### src/rsvt_pkg.sv
// shared types, codes and defaults for the cpu and memory reservation table
package rsvt_pkg;

	localparam int CPU_SLOTS_DEF   = 32;
	localparam int MAX_ENTRIES_DEF = 16;

	typedef enum logic [1:0] {
		CMD_RESERVE = 2'd0,
		CMD_RELEASE = 2'd1,
		CMD_FITS    = 2'd2,
		CMD_QUERY   = 2'd3
	} cmd_t;

	localparam logic [1:0] ST_OK        = 2'd0;
	localparam logic [1:0] ST_FULL      = 2'd1;
	localparam logic [1:0] ST_NOT_FOUND = 2'd2;

	localparam logic [1:0] REG_CPU_PRESENT = 2'd0;
	localparam logic [1:0] REG_NODE_MEMORY = 2'd1;

	// one table entry; cnt is the popcount of mask, kept so release needs no recount
	typedef struct packed {
		logic [15:0] tag;
		logic [31:0] mask;
		logic [31:0] mem;
		logic [5:0]  cnt;
	} entry_t;

endpackage

### src/rsvt_cell.sv
// one table cell: holds an entry, takes its neighbor's entry on shift, or loads a new one
module rsvt_cell (
	input  logic            clk,
	input  logic            shift_en,
	input  logic            load_en,
	input  rsvt_pkg::entry_t load_data,
	input  rsvt_pkg::entry_t nbr_data,
	output rsvt_pkg::entry_t data
);

	rsvt_pkg::entry_t entry_q;

	always_ff @(posedge clk) begin
		if (load_en) begin
			entry_q <= load_data;
		end else if (shift_en) begin
			entry_q <= nbr_data;
		end
	end

	assign data = entry_q;

endmodule

### src/cpu_memory_reservation_table_unit.sv
// top level of the cpu and memory reservation table
//
// channel | direction | handshake          | payload
// --------+-----------+--------------------+-------------------------------------------
// in      | input     | in_valid/in_stall  | cmd, job_tag, cpu_request, memory_request
// out     | output    | out_valid/out_stall| status, granted_mask, granted_memory, fits,
//         |           |                    | job_cpu_mask, free_cpus, free_memory
// cfg     | input     | cfg_we             | cfg_index, cfg_wdata
//
// one transaction at a time; fits check goes from the idle state through the done state to the output register
// reserve walks the free mask one cpu a cycle, over up to min(CPU_SLOTS,32) cpus,
// stopping early when the requested count is met
// release and query rotate the cell chain once, through every live entry
// after reset the free cpu count is already valid; a register write empties the
// table and recounts the present mask one bit a cycle over min(CPU_SLOTS,32) bits,
// with in_stall high meanwhile
// a finished result waits in the done state while out_stall holds the output register
module cpu_memory_reservation_table_unit #(
	parameter int CPU_SLOTS   = rsvt_pkg::CPU_SLOTS_DEF,
	parameter int MAX_ENTRIES = rsvt_pkg::MAX_ENTRIES_DEF
) (
	input  logic        clk,
	input  logic        arst_n,
	input  logic        cfg_we,
	input  logic [1:0]  cfg_index,
	input  logic [31:0] cfg_wdata,
	input  logic        in_valid,
	output logic        in_stall,
	input  logic [1:0]  cmd,
	input  logic [15:0] job_tag,
	input  logic [5:0]  cpu_request,
	input  logic [31:0] memory_request,
	output logic        out_valid,
	input  logic        out_stall,
	output logic [1:0]  status,
	output logic [31:0] granted_mask,
	output logic [31:0] granted_memory,
	output logic        fits,
	output logic [31:0] job_cpu_mask,
	output logic [5:0]  free_cpus,
	output logic [31:0] free_memory
);

	localparam int SCAN_N = (CPU_SLOTS < 32) ? CPU_SLOTS : 32;
	localparam logic [31:0] USABLE = (SCAN_N == 32) ? 32'hFFFF_FFFF
		: 32'((64'd1 << SCAN_N) - 64'd1);
	localparam int CNT_W = $clog2(MAX_ENTRIES + 1);
	localparam int IDX_W = (MAX_ENTRIES > 1) ? $clog2(MAX_ENTRIES) : 1;

	typedef enum logic [2:0] {
		S_IDLE,
		S_RECOUNT,
		S_SCAN,
		S_ROT,
		S_DONE
	} state_t;

	state_t state_q;

	// node registers and free pool
	logic [31:0] present_q;
	logic [31:0] node_mem_q;
	logic [31:0] free_mask_q;
	logic [5:0]  free_cnt_q;
	logic [31:0] free_mem_q;
	logic [CNT_W-1:0] ecount_q;
	logic [CNT_W-1:0] rem_q;

	// current transaction
	logic [1:0]  cmd_q;
	logic [15:0] tag_q;
	logic [5:0]  creq_q;
	logic [31:0] mreq_q;

	// walkers and results
	logic [31:0] shm_q;
	logic [31:0] cursor_q;
	logic [5:0]  step_q;
	logic [5:0]  got_q;
	logic        found_q;
	logic [1:0]  status_q;
	logic [31:0] gmask_q;
	logic [31:0] gmem_q;
	logic [5:0]  gcnt_q;
	logic        fits_q;
	logic [31:0] jmask_q;

	// output register
	logic        out_valid_q;
	logic [1:0]  o_status_q;
	logic [31:0] o_gmask_q;
	logic [31:0] o_gmem_q;
	logic        o_fits_q;
	logic [31:0] o_jmask_q;
	logic [5:0]  o_free_cnt_q;
	logic [31:0] o_free_mem_q;

	// cell chain
	rsvt_pkg::entry_t cell_d [MAX_ENTRIES];
	rsvt_pkg::entry_t head;
	rsvt_pkg::entry_t wr_data;
	logic             wr_en;
	logic [IDX_W-1:0] wr_idx;
	logic             shift_en;
	logic             head_match;
	logic             drop;
	logic [31:0]      gmem_n;
	logic [32:0]      mem_sum;
	logic [31:0]      new_present;
	logic [31:0]      new_node_mem;
	logic [31:0]      new_usable;
	logic             cfg_hit;
	logic             out_load;

	assign head       = cell_d[0];
	assign head_match = (head.tag == tag_q);
	assign drop       = (state_q == S_ROT) && (rem_q != '0) && head_match && !found_q
		&& (cmd_q == rsvt_pkg::CMD_RELEASE);
	assign gmem_n     = (mreq_q <= free_mem_q) ? mreq_q : free_mem_q;
	assign mem_sum    = {1'b0, free_mem_q} + {1'b0, gmem_q};

	// chain control: reserve appends at the tail, rotation pops the head and
	// re-appends it behind the last live entry unless it is the one released
	always_comb begin
		shift_en = 1'b0;
		wr_en    = 1'b0;
		wr_idx   = ecount_q[IDX_W-1:0];
		wr_data  = head;
		if (state_q == S_SCAN && (step_q == 6'(SCAN_N) || got_q == creq_q)) begin
			wr_en   = 1'b1;
			wr_data = '{tag: tag_q, mask: gmask_q, mem: gmem_n, cnt: got_q};
		end else if (state_q == S_ROT && rem_q != '0) begin
			shift_en = 1'b1;
			wr_en    = !drop;
			wr_idx   = IDX_W'(ecount_q - CNT_W'(1));
		end
	end

	for (genvar i = 0; i < MAX_ENTRIES; i++) begin : g_cell
		rsvt_cell u_cell (
			.clk       (clk),
			.shift_en  (shift_en),
			.load_en   (wr_en && (wr_idx == IDX_W'(i))),
			.load_data (wr_data),
			.nbr_data  ((i == MAX_ENTRIES - 1) ? cell_d[i] : cell_d[(i + 1) % MAX_ENTRIES]),
			.data      (cell_d[i])
		);
	end

	// config decode
	assign cfg_hit      = cfg_we && (cfg_index == rsvt_pkg::REG_CPU_PRESENT
		|| cfg_index == rsvt_pkg::REG_NODE_MEMORY);
	assign new_present  = (cfg_index == rsvt_pkg::REG_CPU_PRESENT) ? cfg_wdata : present_q;
	assign new_node_mem = (cfg_index == rsvt_pkg::REG_NODE_MEMORY) ? cfg_wdata : node_mem_q;
	assign new_usable   = new_present & USABLE;

	// the done state moves its result into the output register
	assign out_load = !cfg_hit && (state_q == S_DONE) && (!out_valid_q || !out_stall);

	assign in_stall = (state_q != S_IDLE);

	always_ff @(posedge clk or negedge arst_n) begin
		if (!arst_n) begin
			state_q     <= S_IDLE;
			present_q   <= 32'hFFFF_FFFF;
			node_mem_q  <= '0;
			free_mask_q <= USABLE;
			free_cnt_q  <= 6'(SCAN_N);
			free_mem_q  <= '0;
			ecount_q    <= '0;
			rem_q       <= '0;
			found_q     <= 1'b0;
			out_valid_q <= 1'b0;
		end else begin
			if (out_valid_q && !out_stall && !out_load) begin
				out_valid_q <= 1'b0;
			end
			if (cfg_hit) begin
				// reload the node and recount its cpus
				present_q   <= new_present;
				node_mem_q  <= new_node_mem;
				free_mask_q <= new_usable;
				shm_q       <= new_usable;
				free_cnt_q  <= '0;
				free_mem_q  <= new_node_mem;
				ecount_q    <= '0;
				step_q      <= '0;
				state_q     <= S_RECOUNT;
			end else begin
				unique case (state_q)
					S_IDLE: begin
						if (in_valid) begin
							cmd_q    <= cmd;
							tag_q    <= job_tag;
							creq_q   <= cpu_request;
							mreq_q   <= memory_request;
							status_q <= (rsvt_pkg::cmd_t'(cmd) == rsvt_pkg::CMD_RESERVE
								&& ecount_q == CNT_W'(MAX_ENTRIES))
								? rsvt_pkg::ST_FULL : rsvt_pkg::ST_OK;
							gmask_q  <= '0;
							gmem_q   <= '0;
							gcnt_q   <= '0;
							fits_q   <= (rsvt_pkg::cmd_t'(cmd) == rsvt_pkg::CMD_FITS)
								&& (cpu_request <= free_cnt_q)
								&& (memory_request <= free_mem_q);
							jmask_q  <= '0;
							found_q  <= 1'b0;
							unique case (rsvt_pkg::cmd_t'(cmd))
								rsvt_pkg::CMD_RESERVE: begin
									if (ecount_q == CNT_W'(MAX_ENTRIES)) begin
										// table full, nothing changes
										state_q  <= S_DONE;
									end else begin
										shm_q    <= free_mask_q;
										cursor_q <= 32'd1;
										step_q   <= '0;
										got_q    <= '0;
										state_q  <= S_SCAN;
									end
								end
								rsvt_pkg::CMD_FITS: begin
									state_q <= S_DONE;
								end
								rsvt_pkg::CMD_RELEASE, rsvt_pkg::CMD_QUERY: begin
									rem_q   <= ecount_q;
									state_q <= S_ROT;
								end
								default: state_q <= S_DONE;
							endcase
						end
					end
					S_RECOUNT: begin
						if (step_q == 6'(SCAN_N)) begin
							state_q <= S_IDLE;
						end else begin
							free_cnt_q <= free_cnt_q + {5'd0, shm_q[0]};
							shm_q      <= shm_q >> 1;
							step_q     <= step_q + 6'd1;
						end
					end
					S_SCAN: begin
						if (step_q == 6'(SCAN_N) || got_q == creq_q) begin
							// grant found cpus and memory, entry is written by the chain
							free_mask_q <= free_mask_q & ~gmask_q;
							free_cnt_q  <= free_cnt_q - got_q;
							gmem_q      <= gmem_n;
							free_mem_q  <= free_mem_q - gmem_n;
							ecount_q    <= ecount_q + CNT_W'(1);
							state_q     <= S_DONE;
						end else begin
							if (shm_q[0]) begin
								gmask_q <= gmask_q | cursor_q;
								got_q   <= got_q + 6'd1;
							end
							shm_q    <= shm_q >> 1;
							cursor_q <= cursor_q << 1;
							step_q   <= step_q + 6'd1;
						end
					end
					S_ROT: begin
						if (rem_q == '0) begin
							if (cmd_q == rsvt_pkg::CMD_RELEASE) begin
								if (found_q) begin
									free_mask_q <= free_mask_q | gmask_q;
									free_cnt_q  <= free_cnt_q + gcnt_q;
									free_mem_q  <= mem_sum[32] ? 32'hFFFF_FFFF : mem_sum[31:0];
								end else begin
									status_q <= rsvt_pkg::ST_NOT_FOUND;
								end
							end
							state_q <= S_DONE;
						end else begin
							rem_q <= rem_q - CNT_W'(1);
							if (cmd_q == rsvt_pkg::CMD_QUERY && head_match) begin
								jmask_q <= jmask_q | head.mask;
							end
							if (drop) begin
								found_q  <= 1'b1;
								gmask_q  <= head.mask;
								gmem_q   <= head.mem;
								gcnt_q   <= head.cnt;
								ecount_q <= ecount_q - CNT_W'(1);
							end
						end
					end
					S_DONE: begin
						if (out_load) begin
							out_valid_q  <= 1'b1;
							o_status_q   <= status_q;
							o_gmask_q    <= gmask_q;
							o_gmem_q     <= gmem_q;
							o_fits_q     <= fits_q;
							o_jmask_q    <= jmask_q;
							o_free_cnt_q <= free_cnt_q;
							o_free_mem_q <= free_mem_q;
							state_q      <= S_IDLE;
						end
					end
					default: state_q <= S_IDLE;
				endcase
			end
		end
	end

	assign out_valid      = out_valid_q;
	assign status         = o_status_q;
	assign granted_mask   = o_gmask_q;
	assign granted_memory = o_gmem_q;
	assign fits           = o_fits_q;
	assign job_cpu_mask   = o_jmask_q;
	assign free_cpus      = o_free_cnt_q;
	assign free_memory    = o_free_mem_q;

`ifndef ASSERT_OFF
	a_count_bound: assert property (@(posedge clk) disable iff (!arst_n)
		ecount_q <= CNT_W'(MAX_ENTRIES))
		else $error("entry count beyond table depth");

	a_free_bound: assert property (@(posedge clk) disable iff (!arst_n)
		free_cnt_q <= 6'(SCAN_N))
		else $error("free cpu count beyond usable cpus");

	a_scan_got: assert property (@(posedge clk) disable iff (!arst_n)
		(state_q == S_SCAN) |-> (got_q <= creq_q))
		else $error("reserve granted more cpus than requested");

	a_full_zero: assert property (@(posedge clk) disable iff (!arst_n)
		(out_valid_q && o_status_q != rsvt_pkg::ST_OK) |-> (o_gmask_q == '0 && o_gmem_q == '0))
		else $error("failed transaction reports a grant");
`endif

endmodule
### config.mk
export PLATFORM = sky130hd
export DESIGN_NAME = cpu_memory_reservation_table_unit
export DESIGN_NICKNAME = d
export VERILOG_FILES = /design/src/rsvt_pkg.sv /design/src/rsvt_cell.sv /design/src/cpu_memory_reservation_table_unit.sv
export SDC_FILE = /design/constraint.sdc
export NUM_CORES = 2
export LEC_CHECK = 0
export BUFFER_PORTS_ARGS = -buffer_cell sky130_fd_sc_hd__clkbuf_2
export CORE_MARGIN = 8
export CORE_UTILIZATION = 45
export DETAILED_ROUTE_END_ITERATION = 10
export SYNTH_ARGS = -nofsm -noshare
export SYNTH_HDL_FRONTEND = slang
export SYNTH_SLANG_ARGS = --single-unit
### constraint.sdc
create_clock -name clk -period 11.5 [get_ports clk]
set_clock_uncertainty 0.15 [all_clocks]
set_input_delay 2.3 -clock clk [delete_from_list [all_inputs] [get_ports clk]]
set_output_delay 2.3 -clock clk [all_outputs]
set_load 0.01 [all_outputs]
==> impl_metrics.json <==
{
  "maxSlewViolCount": 0,
  "first_global_vias": 47800,
  "clock_tree.buffer_depth": 3,
  "layout-drive-gt1-share": 0.353,
  "n_fill_cell": 16200,
  "die_y_um": 455,
  "status": "finished clean",
  "route.antenna.remaining_nets": 0,
  "finalWirelength_um": 213000,
  "final-setup-viol-count": 0,
  "synth_top_area_share": 0.605,
  "post_cts_buffers": 0,
  "dieWidth_um": 455,
  "timing.critical_path.fanout_max": 54,
  "globalRouteTotalUtil": 0.202,
  "fin_cells": 8517,
  "setup-tns-final_ns": 0,
  "final_core_utilization": 0.503,
  "floorplan.rows": 161,
  "cp-start-kind": "register",
  "die-area_mm2": 0.207,
  "wire_length_of_the_first_global_routing_pass_um": 319000,
  "place_congestion": 0.908,
  "criticalPathCategory": "register to register",
  "post-place-ws_ns": 4.69,
  "synthDistinctLibCells": 96,
  "start_util": 0.452,
  "final_critical_path_setup_slack_ns": 4.73,
  "place_hpwl_um": 142000,
  "r2r_start": "free_mem_q[11]",
  "clock_pin_slew_reported_for_the_worst_setup_and_hold_paths_after_clock_tree_synthesis_ns": 0.06,
  "number_of_nets_in_the_final_layout": 6037,
  "numPlacedInstances": 8143,
  "hold_slack_ns": 0.276,
  "worst_slew_pin_slew_ns": 1.07,
  "synth.cell_area_mm2": 0.0869,
  "cp-end-kind": "register",
  "synth_commonest_cells": "edfxtp_1, mux2_2, nor2_1",
  "core_region_area_mm2": 0.192,
  "ir_drop_mv": 0.161,
  "synthesis.yosys.warnings": 0,
  "htreeDepth": 4,
  "dr.pass1.iters": 5,
  "placement.io_buffers": 233,
  "seq_area_frac_synth": 0.649,
  "synth_area_leaders": "edfxtp_1, mux2_2, mux2_4, dfrtp_1, dfstp_2",
  "hold_path_startpoint": "fits_q",
  "timing.reg2reg.setup_slack_ns": 4.73,
  "antenna_found_initial": 6,
  "clock-sinks": 1899,
  "grt_max_degree": 71,
  "cts_tree": "built",
  "crit_arrival_ns": 7.32,
  "synthMostInstantiatedCell": "edfxtp_1",
  "grt_setup_unrepaired": "no",
  "area_growth_syn_to_layout_pct": 11.2,
  "worst_ep_required_time_ns": 12.05,
  "detailroute.via_count": 47700,
  "cts-buffers-inserted": 198,
  "drtIter0Drc": 4291,
  "ctsHoldBuffers": 0,
  "edff_count_synth": 1750,
  "clock_latency_ns": 0.85,
  "leak_pwr_nw": 33.9,
  "slew_headroom": 0.287,
  "post_syn_nets": 5875,
  "max_reg_flops": 1376,
  "route.detailed.wl_per_inst_um": 25.0,
  "async_reset_ff_frac": 0.0785,
  "finalWorstPathRequiredPeriod_ns": 6.77,
  "cap_violations": 0,
  "worstHoldPathType": "register to register",
  "route.detailed.vias_per_inst": 5.61,
  "postSynthRegisterBits": 1899,
  "route.detailed.drc": 0,
  "cell_accounting_for_the_most_synthesized_area": "edfxtp_1",
  "timing_hold_violations_final": 0,
  "clock.fmax_mhz": 148,
  "clock_root_buffer_master": "clkbuf_16",
  "globalRouteOverflowTotal": 0,
  "critical_path.startpoint": "free_mem_q[11]",
  "yosys_most_used_dff": "edfxtp_1",
  "power_per_cell_area_mw_per_mm2": 234,
  "syn-mean-instance-area_um2": 15.4,
  "post_cts_resize_count": 0,
  "final_period_util": 0.589,
  "synthesis.instances": 5655,
  "boundaryPins": 234
}
placed cells by master, fill, tap and decap left out, types with 16 or more instances in the layout:
cell type	n
o211ai_1	19
a21oi_1	205
xnor2_1	53
a211oi_1	16
nand3_1	42
clkinv_2	27
ha_1	123
nor2_1	331
nor3_1	38
inv_1	79
nand2b_1	27
edfxtp_1	1750
nor2b_1	33
clkinv_1	46
maj3_1	18
o21bai_1	34
clkbuf_16	201
a21o_1	57
o32a_1	31
and3_1	49
xor2_1	48
nand4_1	31
mux2_2	1223
nand2_1	213
buf_4	100
clkbuf_1	51
dfrtp_1	84
o21a_1	19
mux2i_1	107
dfstp_2	65
clkbuf_2	231
o21ai_0	181
mux2_4	145
nor4_1	16
final cells by class:
cell class                 count  area, um^2  share of cell area
antenna                        6        15.0            0.000155
clock buffer                 262        5360              0.0555
clock inverter               106         866             0.00896
inverter                      80         305             0.00316
multi-input combinational   3306       28600               0.296
sequential                  1899       56400               0.583
tap                         2526        3160              0.0327
timing repair buffer         332        1920              0.0198
where the power goes:
group	leakage (nW)	internal [W]	switching, W
logic	13.2	0.00216	0.00400
registers	17.7	0.00954	0.000730
clock network	3.02	0.00348	0.00271
total	33.9	0.0152	0.00744
cells by family after synthesis:
logic type                 synth area share
DFF                                   0.649
muxes                                 0.198
buffers and inverters                0.0248
and+or+nand+nor                      0.0457
adders and majority gates            0.0204
AOI/OAI and AO/OA                    0.0522
xor gates and xnor gates             0.0102
layer usage:
layer  track usage  share of wire
met2         0.318           0.46
met5             0              0
met4        0.0589          0.027
met1         0.293           0.47
met3        0.0272          0.045
worst max-delay path, stage by stage (launching register included):
cell,delay (ns)
dfrtp_1,0.61
inv_1,0.15
ha_1,0.35
nand4_1,0.22
nor4_1,0.76
and2b_1,0.33
o31a_2,0.23
nor2_8,0.67
o21ai_0,0.35
ha_1,0.38
maj3_1,0.40
a21o_1,0.27
o211ai_1,0.28
a21boi_1,0.16
nor3_1,0.61
nand4_1,0.16
nand4_1,0.21
mux2i_1,0.20
a32oi_1,0.11
through the flow:
step | total power [W] | area [um^2]
2_1_floorplan | 0.0144 | 86900
3_3_place_gp | 0.0164 | 90400
3_5_place_dp | 0.0165 | 90400
4_1_cts | 0.0228 | 96600
5_1_grt | 0.0237 | 96600
6_report | 0.0226 | 96600
path summary, 6_finish.rpt:
check,to,depth (start not counted)
min in group asynchronous,free_mem_q[23],1
setup / recovery,free_mem_q[29],18
setup reg to reg,free_mem_q[29],18
hold reg to reg,fits,0
hold / removal,fits,0
max in group asynchronous,rem_q[2],3
No activity file was read; power rests on OpenSTA's default activity.
